==> config.mk <==
export PLATFORM = sky130hd
export DESIGN_NAME = kmp_ram
export DESIGN_NICKNAME = d
export VERILOG_FILES = /design/src/assert_macros.svh /design/src/kmp_ram.sv
export SDC_FILE = /design/constraint.sdc
export NUM_CORES = 1
export LEC_CHECK = 0
export ABC_AREA = 0
export BUFFER_PORTS_ARGS = -buffer_cell sky130_fd_sc_hd__buf_2
export CORE_MARGIN = 4
export CORE_UTILIZATION = 38
export CTS_BUF_LIST = sky130_fd_sc_hd__clkbuf_2 sky130_fd_sc_hd__clkbuf_4 sky130_fd_sc_hd__clkbuf_8
export DETAILED_ROUTE_END_ITERATION = 12
export GPL_TIMING_DRIVEN = 0
export PLACE_DENSITY_LB_ADDON = 0.08
export SLEW_MARGIN = 0
export SYNTH_ARGS = -nofsm -noshare
export SYNTH_HDL_FRONTEND = slang
export SYNTH_SLANG_ARGS = --single-unit
export TNS_END_PERCENT = 10
==> constraint.sdc <==
create_clock -name clk -period 3.99 [get_ports clk]
set_input_delay 0.1995 -clock clk [delete_from_list [all_inputs] [get_ports clk]]
set_output_delay 0.1995 -clock clk [all_outputs]
set_load 0.05 [all_outputs]
==> src/assert_macros.svh <==
// assertion macros for the rtl file that checks its own logic
`ifndef ASSERT_MACROS_SVH
`define ASSERT_MACROS_SVH

// expression must hold at every clock edge out of reset
`define KMP_ASSERT_ALWAYS(lbl, expr) \
  lbl: assert property (@(posedge clk) disable iff (!rst_n) (expr)) \
    else $error("kmp invariant violated");

// antecedent in this cycle implies consequent in the next one
`define KMP_ASSERT_NEXT(lbl, ante, cons) \
  lbl: assert property (@(posedge clk) disable iff (!rst_n) (ante) |=> (cons)) \
    else $error("kmp sequencing violated");

`endif

==> src/kmp_ram.sv <==
// generic simple dual-port ram with registered read
`default_nettype none

module kmp_ram #(
  parameter int WIDTH = 8,
  parameter int DEPTH = 64,
  parameter int AW    = $clog2(DEPTH)
) (
  input  wire logic             clk,
  input  wire logic             we,
  input  wire logic [AW-1:0]    waddr,
  input  wire logic [WIDTH-1:0] wdata,
  input  wire logic [AW-1:0]    raddr,
  output logic      [WIDTH-1:0] rdata
);

  logic [WIDTH-1:0] mem [DEPTH];

  always_ff @(posedge clk) begin
    if (we) begin
      mem[waddr] <= wdata;
    end
    rdata <= mem[raddr];
  end

endmodule

`default_nettype wire

# [After elaboration in Yosys (flattened, before gate mapping)]
# Memory sizes are Yosys's and may differ from the RTL's. A register that Yosys moved wholly into a read port is not among the register bits.
# Cells that the tools add are included.
[classes] n_reduce_logical=0 div=0 n_bitwise=0 n_eq_ne=0 shift=0 n_mux=2 add_sub_neg=0 n_lt_le_gt_ge=0 n_mul=0
[op_table] operator="$mux 1" count=2
[totals] mem_bits_ro=0 latchBits=0 input_bits=22 wordCells=3 output_inout_bits=8 ramBits=512 regBits=0 memories=1
[memory_table] name="mem" words=64 word_bits=8 rd=1 rd_clocked_by_memory_dff=1 wr=1 line_no="kmp_ram.sv:17" text="logic [WIDTH-1:0] mem [DEPTH];"

# [Depth between registers and ports, before layout]
# Gate-level depths: netlist (run 1).
[depth] ltp_word=2 ltp_mapped=9 depth_no_buf=5

# [Worst setup path after synthesis (run 1)]
# OpenSTA, ideal clock, no wires.
[synth_path] path_kind="input-to-reg" start="in raddr[1]" end="reg rdata[3], read port of mem" arrival_ps=1739 path_buffers=3 path_stages=7 setup_time_ps=128 required_time_ps=3862 setup_slack_ps=2123 path_cell_list="buf_4 > buf_2 > buf_2 > mux4_2 > mux4_2 > o21ai_1 > o41ai_1"
[synth_rtl] element="start: declaration" line_no="kmp_ram.sv:13" text="input wire logic [AW-1:0] raddr,"
[synth_rtl] element="end: declaration" line_no="kmp_ram.sv:14" text="output logic [WIDTH-1:0] rdata"

==> reports/summary.txt, run 1 <==
Site Rows -> 84
Gr usage total -> 19.28%
Net count after synthesis -> 962
Clk Latency, worst-skew pair -> 670 ps
Core outline area -> 52550 um^2
Post-CTS Setup Bufs -> 0
Top layer in use -> met5
# hold bufs at CTS -> 1
Initial drt markers -> 971
CTS sink cnt -> 520
DR vias -> 9936
Post-synth top area cell -> edfxtp_1
Tmin final -> 2491 ps
Yosys warning count -> 0
Final setup fails -> 0
DPL Wire Length -> 33.73 mm
H-tree depth -> 3
TritonCTS clock tree -> done
Post-route antenna net violation count -> 0
First-pass DRT Iterations -> 5
# port buffers -> 21
Status -> finished, final reports clean
Distinct cell type count after synthesis -> 40
I/O pin count -> 30
Share of layout cells above drive strength 1 -> 29.49%
Vias per cell -> 5.490
Synth Register Bits -> 520
Top post-synthesis cells by area -> edfxtp_1 76%, mux4_2 14%, nor2_1 1.5%, mux2i_1 1.1%, dfxtp_1 0.79%
Pleak -> 7.106 nW
Worst Reg-to-Reg Cells -> 5
Area of the multi-input gates -> 4320 um^2
Worst setup EP type -> register
Met2 WL post-DR -> 24.88 mm
Largest net degree at the start of global routing -> 65
Die Area -> 56820 um^2
Filler cells -> 4631
Worst-Margin Slew -> 1349 ps
Routed len/inst -> 29.85 um
WP data required -> 4450 ps
Routed WL -> 54.03 mm
Final net count -> 1074
Die Y -> 238.4 um
Vias in the first global route -> 10250
Post-synthesis sequential area ratio -> 77.03%
Post-Syn Area -> 20170 um^2
Grt total ovfl -> 0
Global-route wire length before repair -> 77.23 mm
Area grow syn2layout -> 13.29%
CTS max path bufs -> 3
Most frequent cells in the layout -> 512 x edfxtp_1, 126 x mux4_2, 96 x clkbuf_8, 83 x nor2_1, 33 x clkbuf_4
Max cap viols -> 0
Die width -> 238.4 um
RSZ-0062 raised after global routing -> no
Part of the cycle the worst path needs -> 62.43%
GPL Wtd Cong -> 0.8569
Post-Syn Area per Cell -> 21.45 um^2
Reg area -> 15530 um^2
Clk slew on worst S/H paths -> 50 ps
TritonCTS Buffers -> 88
Syn Inst Count -> 940
Cell area power density -> 496.3 nW/um^2
Layout Skew -> 25.97 ps
Initial antenna violation count -> 5
M1 WL -> 24.73 mm
VDD IR max -> 0.1908 mV
CP max FO -> 10
Crit path kind -> in2reg
Fin Setup TNS -> 0 ps
Max Transition Viols Final -> 0
Hold Crit Class -> in2reg
Startpoint Class -> input port
WL met3 -> 3.264 mm
Most common cell after layout, fill and taps aside -> edfxtp_1
DRC viols -> 0
Worst EP arrival -> 2950 ps
Worst Hold Depth -> 3
Starting Density -> 38.38%
Post_cts resized -> 0
Yosys top cell area share -> 76.24%
Relative slew slack -> 10.06%
Max Fclk -> 401.5 MHz
Root Buffer -> clkbuf_8
Final hold slack -> 206.3 ps
Final Hold Fails -> 0
worst paths after layout:
check / start / end / slack (ps)
setup / recovery: raddr[1] / rdata[4] / 1500
setup reg to reg: mem[29][4] / rdata[4] / 1790
hold / removal: waddr[0] / mem[49][0] / 210
hold reg to reg: mem[34][0] / rdata[0] / 1020
cell usage after synthesis:
cell type / number
edfxtp_1: 512
mux4_2: 126
nor2_1: 83
mux2i_1: 23
nand2_1: 19
clkbuf_1: 17
nor2b_1: 14
buf_4: 13
mux2_2: 13
nand3_1: 13
buf_2: 11
dfxtp_1: 8
o221ai_1: 8
o22ai_1: 8
nand2b_1: 7
nor3_1: 7
a221oi_1: 6
a211oi_1: 4
buf_1: 4
buf_6: 4
a21oi_1: 3
a22oi_1: 3
nand3b_1: 3
o2111ai_1: 3
o2bb2ai_1: 3
a2111oi_0: 2
buf_12: 2
nand4_1: 2
nor4_1: 2
o21a_1: 2
o21ai_0: 2
o21ai_1: 2
o221a_2: 2
o32ai_1: 2
o41ai_1: 2
a31oi_1: 1
and2_1: 1
nand4b_1: 1
o311ai_1: 1
or3_1: 1
cell families after synthesis:
logic type	Yosys count	synth area share, %
AOI/OAI and AO/OA	54	2.072
muxes	162	15.94
and+or+nand+nor	153	3.387
DFF	520	77.03
buffers and inverters	51	1.570
area by class of cell:
| type | instances | share of cell area (%) |
|---|---|---|
| clock buffer | 129 | 6.867 |
| clock inverter | 28 | 0.5367 |
| tap | 688 | 3.768 |
| multi-input combinational | 369 | 18.91 |
| sequential | 520 | 68.00 |
| antenna | 3 | 0.03286 |
| timing repair buffer | 22 | 0.5038 |
| buffer | 51 | 1.386 |
stage by stage:
stage                     cells  cell area (um^2)  total power [W]  util, %  setup slack [ps]
after floorplan             940             20170         0.006531        -              2123
after global placement     1649             21130         0.006836    40.21             818.3
after detailed placement   1649             21140         0.006843    40.22             842.7
after CTS                  1807             22840          0.01147    43.46              1564
after global routing       1808             22840          0.01176    43.47              1424
final                      1810             22850          0.01134    43.48              1499
layer usage:
metal  up-vias  track usage, %
met5         -               0
met4         6           5.717
met3        88           3.791
met2       342           29.39
met1      5319           28.51
li1       4181               -
sequential cells by signal, indices dropped and copies added, names as in the netlist:
signal  count
mem       512
rdata       8
report_power, final:
group	total (W)	internal (W)	switching, W
Combinational	0.000658	0.000214	0.000444
Clock	0.00462	0.00251	0.00211
Sequential	0.00606	0.00605	0.00000938
Total	0.0113	0.00877	0.00257
critical path, cell delays in order:
cell and delay, ps:
buf_4 180, buf_2 430, buf_1 740, nand2_1 400, o221ai_1 290, nor2_1 130, nor3_1 310, o32ai_1 250
(Power assumes the default switching activity.)
==> run 2, diff against run 1 <==
- clock period: 3.99 -> 2.4 ns (I/O delays scaled with it)
==> reports/summary.txt, run 2 (synthesized netlist as in run 1, its figures left out) <==
Setup WS post-layout -> 106.8 ps (-1392 ps)
Relative slew slack -> 9.797% (-0.26 points)
Combinational fraction of design power -> 5.8% (about the same)
Grt total ovfl -> 0 (unchanged)
R2R Path End -> rdata[4]
Vias per cell -> 5.494 (about the same)
Hold Crit Class -> in2reg
VDD IR max -> 0.3172 mV (+66%)
Starting Density -> 38.38% (unchanged)
Site Rows -> 84 (unchanged)
Worst min-delay path startpoint -> waddr[0]
I/O pin count -> 30 (unchanged)
Post-CTS Setup Bufs -> 0 (unchanged)
Status -> finished, final reports clean
# port buffers -> 21 (unchanged)
First-pass DRT Iterations -> 5 (unchanged)
Gr usage total -> 19.28% (unchanged)
Reg2reg start -> mem[29][4]
Worst EP arrival -> 2790 ps (-160 ps)
WP data required -> 2890 ps (-1560 ps)
Global-route wire length before repair -> 77.23 mm (unchanged)
Die Area -> 56820 um^2 (unchanged)
Root Buffer -> clkbuf_8
Hold EP -> mem[49][0]
Cell area power density -> 825.0 nW/um^2 (+66%)
Most common cell after layout, fill and taps aside -> edfxtp_1
Pleak -> 7.109 nW (about the same)
Die Y -> 238.4 um (unchanged)
Max cap viols -> 0 (unchanged)
Pre-CTS setup slack -> -667.8 ps (-1511 ps)
Post-route antenna net violation count -> 0 (unchanged)
Max reg flops -> 512 (unchanged)
Initial antenna violation count -> 5 (unchanged)
CP max FO -> 10 (unchanged)
GPL Wtd Cong -> 0.8569 (unchanged)
Final Hold Fails -> 0 (unchanged)
Biggest regs -> mem: 512 flops, rdata: 8 flops
Switching Fraction -> 22.64% (about the same)
Slowest-stage cell, CP -> buf_2
RSZ-0062 raised after global routing -> no
CTS sink cnt -> 520 (unchanged)
TritonCTS Buffers -> 88 (unchanged)
Worst setup EP type -> register
Layout Skew -> 26.08 ps (+0.1191 ps)
TritonCTS clock tree -> done
Tmin final -> 2293 ps
Worst reg-to-reg setup slack -> 200 ps (-1590 ps)
Max Fclk -> 436.1 MHz
H-tree depth -> 3 (unchanged)
Final net count -> 1074 (unchanged)
DR vias -> 9945 (+0.091%)
CTS max path bufs -> 3 (unchanged)
Worst-Margin Slew -> 1353 ps (+3.889 ps)
Max stage delay on crit path -> 490 ps (-250 ps)
Fin util -> 43.48% (about the same)
Die width -> 238.4 um (unchanged)
Area of the multi-input gates -> 4320 um^2 (unchanged)
Crit-path cells -> buf_4 -> buf_2 -> buf_4 -> buf_2 -> mux4_2 -> mux2i_1 -> a21oi_1 -> o21ai_1 -> o41ai_1
Placed cells -> 1649 (unchanged)
DPL Wire Length -> 33.73 mm (unchanged)
Reg area -> 15530 um^2 (unchanged)
Fin Setup TNS -> 0 ps (unchanged)
Crit path kind -> in2reg
Largest net degree at the start of global routing -> 65 (unchanged)
Final setup fails -> 0 (unchanged)
Filler cells -> 4632 (+0.022%)
Switching pwr -> 0.004268 W (+66%)
Clk Latency, worst-skew pair -> 670 ps (about the same)
Sequential Power Share -> 53.5% (about the same)
Most frequent cells in the layout -> 512 x edfxtp_1, 126 x mux4_2, 96 x clkbuf_8, 83 x nor2_1, 33 x clkbuf_4
Clock network fraction of design power -> 40.7% (about the same)
Share of layout cells above drive strength 1 -> 29.58% (+0.089 points)
Worst Reg-to-Reg Cells -> 5 (unchanged)
Core outline area -> 52550 um^2 (unchanged)
Area grow syn2layout -> 13.30% (about the same)
Pwr Total -> 0.01885 W (+66%)
Routed len/inst -> 29.87 um (about the same)
Max Transition Viols Final -> 0 (unchanged)
Vias in the first global route -> 10250 (unchanged)
Routed WL -> 54.06 mm (about the same)
Worst Hold Depth -> 3 (unchanged)
Startpoint Class -> input port
Final std cells w/o fill -> 1810 (unchanged)
Clk slew on worst S/H paths -> 60 ps (about the same)
Most flop-heavy register -> mem
DRC viols -> 0 (unchanged)
Initial drt markers -> 971 (unchanged)
Part of the cycle the worst path needs -> 95.55%
Cell-internal power -> 0.01458 W (+66%)
run 2: cell types whose count changed in the layout (fill, tap and decap cells not counted), sizes merged:
| cell | change |
|---|---|
| buf | -1 |
| clkbuf | +1 |
run 2: worst max-delay path: cells and delay by family:
kind | cells | cell delay [ps]
buffers and inverters | 4 | 1460
muxes | 2 | 660
AOI/OAI and AO/OA | 3 | 500
run 2: cell type report:
class / count / area share, %
antenna: 3 / 0.03286
buffer: 51 / 1.391
clock buffer: 129 / 6.867
clock inverter: 28 / 0.5367
multi-input combinational: 369 / 18.91
sequential: 520 / 67.99
tap: 688 / 3.768
timing repair buffer: 22 / 0.5038
run 2: metrics by stage:
step                instance area [um^2]  hold slack [ps]
floorplan                          20170            218.9
global placement                   21130            579.3
detailed placement                 21140            574.2
CTS                                22840            62.49
global route                       22840            109.8
finish                             22850            126.9
run 2: how the worst max path moves through the flow:
stage / from / endpoint / slack (ps) / cells past startpoint
final: raddr[1] / rdata[5] / 110 / 9
after detailed placement: raddr[1] / rdata[4] / -670 / 8
after CTS: raddr[1] / rdata[4] / 50 / 8
after global placement: raddr[1] / rdata[4] / -690 / 8
after floorplan: raddr[1] / rdata[3] / 610 / 7
after global routing: raddr[1] / rdata[5] / 40 / 9
run 2: repair_timing:
item / in CTS / in global routing
hold buffers: 1 / 0
resized for setup: 0 / 2
hold endpoints to repair: 2 / 0
endpoints found under the setup margin: 0 / 2
run 2: layer usage:
layer	vias up	GRT usage [%]	share of wire, %
met5	-	0	0.067
met4	6	5.717	2.1
met3	88	3.791	6.0
met2	336	29.39	46
met1	5334	28.51	46
li1	4181	-	-
run 2: power groups by stage:
stage	logic [W]	registers (W)	clock network, W
2_1_floorplan	0.000536	0.0103	0
3_3_place_gp	0.00110	0.0103	0
3_5_place_dp	0.00111	0.0103	0
4_1_cts	0.00111	0.0101	0.00788
5_1_grt	0.00116	0.0101	0.00832
6_report	0.00109	0.0101	0.00768
==> run 3, diff against run 2 <==
- clock period: 2.4 -> 1.9 ns (I/O delays scaled with it)
==> reports/summary.txt, run 3 (synthesized netlist as in run 1, its figures left out) <==
Post-route antenna net violation count -> 0 (unchanged)
I/O pin count -> 30 (unchanged)
Status -> complete, but fails checks
Placed cells -> 1649 (unchanged)
VDD IR max -> 0.4045 mV (+28%)
DRC viols -> 0 (unchanged)
Root Buffer -> clkbuf_8
TritonCTS clock tree -> done
Setup WS post-layout -> -67.85 ps (-174.7 ps)
Final net count -> 1074 (unchanged)
Routed len/inst -> 29.90 um (+0.10%)
First-pass DRT Iterations -> 5 (unchanged)
CP max FO -> 10 (unchanged)
CTS sink cnt -> 520 (unchanged)
Met2 WL post-DR -> 24.83 mm (-0.27%)
Initial drt markers -> 945 (-2.7%)
Grt total ovfl -> 0 (unchanged)
Combinational fraction of design power -> 6.1% (+0.3 points)
WP data required -> 2420 ps (-470 ps)
Reg2reg start -> mem[17][6]
# port buffers -> 21 (unchanged)
Relative slew slack -> 10.54% (+0.74 points)
Final setup fails -> 22 (+22)
Routed WL -> 54.11 mm (+0.10%)
Die width -> 238.4 um (unchanged)
Worst setup startpoint -> raddr[4]
Design area -> 23070 um^2 (+0.99%)
Cell area power density -> 1035 nW/um^2 (+25%)
Worst EP arrival -> 2490 ps (-300 ps)
TritonCTS Buffers -> 88 (unchanged)
Vias per cell -> 5.498 (about the same)
Switching pwr -> 0.005433 W (+27%)
Die Area -> 56820 um^2 (unchanged)
CTS max path bufs -> 3 (unchanged)
Vias in the first global route -> 10290 (+0.36%)
Worst setup EP type -> register
Hold Crit Class -> in2reg
Most flop-heavy register -> mem
Tmin final -> 1968 ps
Share of layout cells above drive strength 1 -> 32.26% (+2.7 points)
Startpoint Class -> input port
Placed instance area -> 21140 um^2 (unchanged)
Initial antenna violation count -> 5 (unchanged)
DR vias -> 9952 (+0.070%)
Max reg flops -> 512 (unchanged)
Part of the cycle the worst path needs -> 103.6%
Most common cell after layout, fill and taps aside -> edfxtp_1
Max cap viols -> 0 (unchanged)
Biggest regs -> mem: 512 flops, rdata: 8 flops
Site Rows -> 84 (unchanged)
Core outline area -> 52550 um^2 (unchanged)
H-tree depth -> 3 (unchanged)
Worst min-delay path startpoint -> waddr[0]
Filler cells -> 4615 (-0.37%)
Final std cells w/o fill -> 1810 (unchanged)
Sequential Power Share -> 53.3% (-0.2 points)
Area grow syn2layout -> 14.42%
Clk Latency, worst-skew pair -> 670 ps (about the same)
Final Hold Fails -> 0 (unchanged)
WL met3 -> 3.410 mm (+4.8%)
Fin util -> 43.91% (+0.43 points)
RSZ-0062 raised after global routing -> yes
Switching Fraction -> 22.74% (+0.10 points)
Clock network fraction of design power -> 40.6% (about the same)
Max Fclk -> 508.2 MHz
Failing checks -> negative setup slack
Post-CTS Setup Bufs -> 0 (unchanged)
Layout Skew -> 22.69 ps (-3.399 ps)
Cell-internal power -> 0.01845 W (+27%)
Starting Density -> 38.38% (unchanged)
Global-route wire length before repair -> 77.49 mm (+0.34%)
GPL Wtd Cong -> 0.8569 (unchanged)
Pleak -> 7.174 nW (+0.91%)
Most frequent cells in the layout -> 512 x edfxtp_1, 126 x mux4_2, 96 x clkbuf_8, 73 x nor2_1, 36 x clkbuf_4
Crit path kind -> in2reg
Max Transition Viols Final -> 0 (unchanged)
Gr usage total -> 19.33% (+0.048 points)
Pwr Total -> 0.02389 W (+27%)
Die Y -> 238.4 um (unchanged)
Pre-CTS setup slack -> -1143 ps (-475.0 ps)
Largest net degree at the start of global routing -> 65 (unchanged)
M1 WL -> 24.64 mm (-0.44%)
Worst-Margin Slew -> 1342 ps (-11.07 ps)
Top layer in use -> met5
Clk slew on worst S/H paths -> 60 ps (about the same)
DPL Wire Length -> 33.73 mm (unchanged)
-- run 3: path summary, 6_finish.rpt --
path	end	slack (ps)	cells after the start
max	rdata[1]	-70	7
max reg2reg	rdata[6]	-70	5
min	mem[49][0]	100	3
min reg2reg	rdata[0]	950	4
-- run 3: per-layer routing --
layer  vias up  global-route usage, %
li1       4180                      -
met1      5311                  28.81
met2       370                  28.96
met3        85                  3.826
met4         6                  6.192
met5         -                      0
-- run 3: what timing repair did --
item                                    4_1_cts  5_1_grt
hold endpoints to repair                      2        0
pin swaps                                     3        1
hold buffers                                  1        0
resized for setup                            34       21
endpoints found under the setup margin        8       53
-- run 3: critical path, cell delays in order --
cell and delay [ps]:
buf_2 230, clkbuf_2 370, clkbuf_1 670, clkbuf_1 500, o2111ai_1 340, nand2_1 180, o2bb2ai_2 90
-- run 3: power by group through the flow --
stage,Sequential (W),Combinational (W),Clock [W]
floorplan,0.0130,0.000677,0
global placement,0.0130,0.00139,0
detailed placement,0.0130,0.00140,0
finish,0.0127,0.00145,0.00970
global route,0.0127,0.00154,0.0105
CTS,0.0127,0.00145,0.00995
-- run 3: per-stage QoR --
stage                     hold WS (ps)  TNS, ps
final                            98.03   -977.6
after global routing             84.79    -2041
after CTS                        37.49   -428.9
after detailed placement         549.2  -207910
after global placement           554.3  -193070
after floorplan                  193.9        0
-- run 3: final cells by class --
cell class | instances | area, um^2 | share of cell area (%)
diodes | 3 | 7.507 | 0.03253
plain buffers | 51 | 346.6 | 1.502
clock buffers | 129 | 1569 | 6.800
clock inverters | 28 | 122.6 | 0.5314
multi-input cells | 369 | 4518 | 19.58
flip-flops and latches | 520 | 15530 | 67.32
well taps | 688 | 860.8 | 3.731
repair buffers | 22 | 115.1 | 0.4989
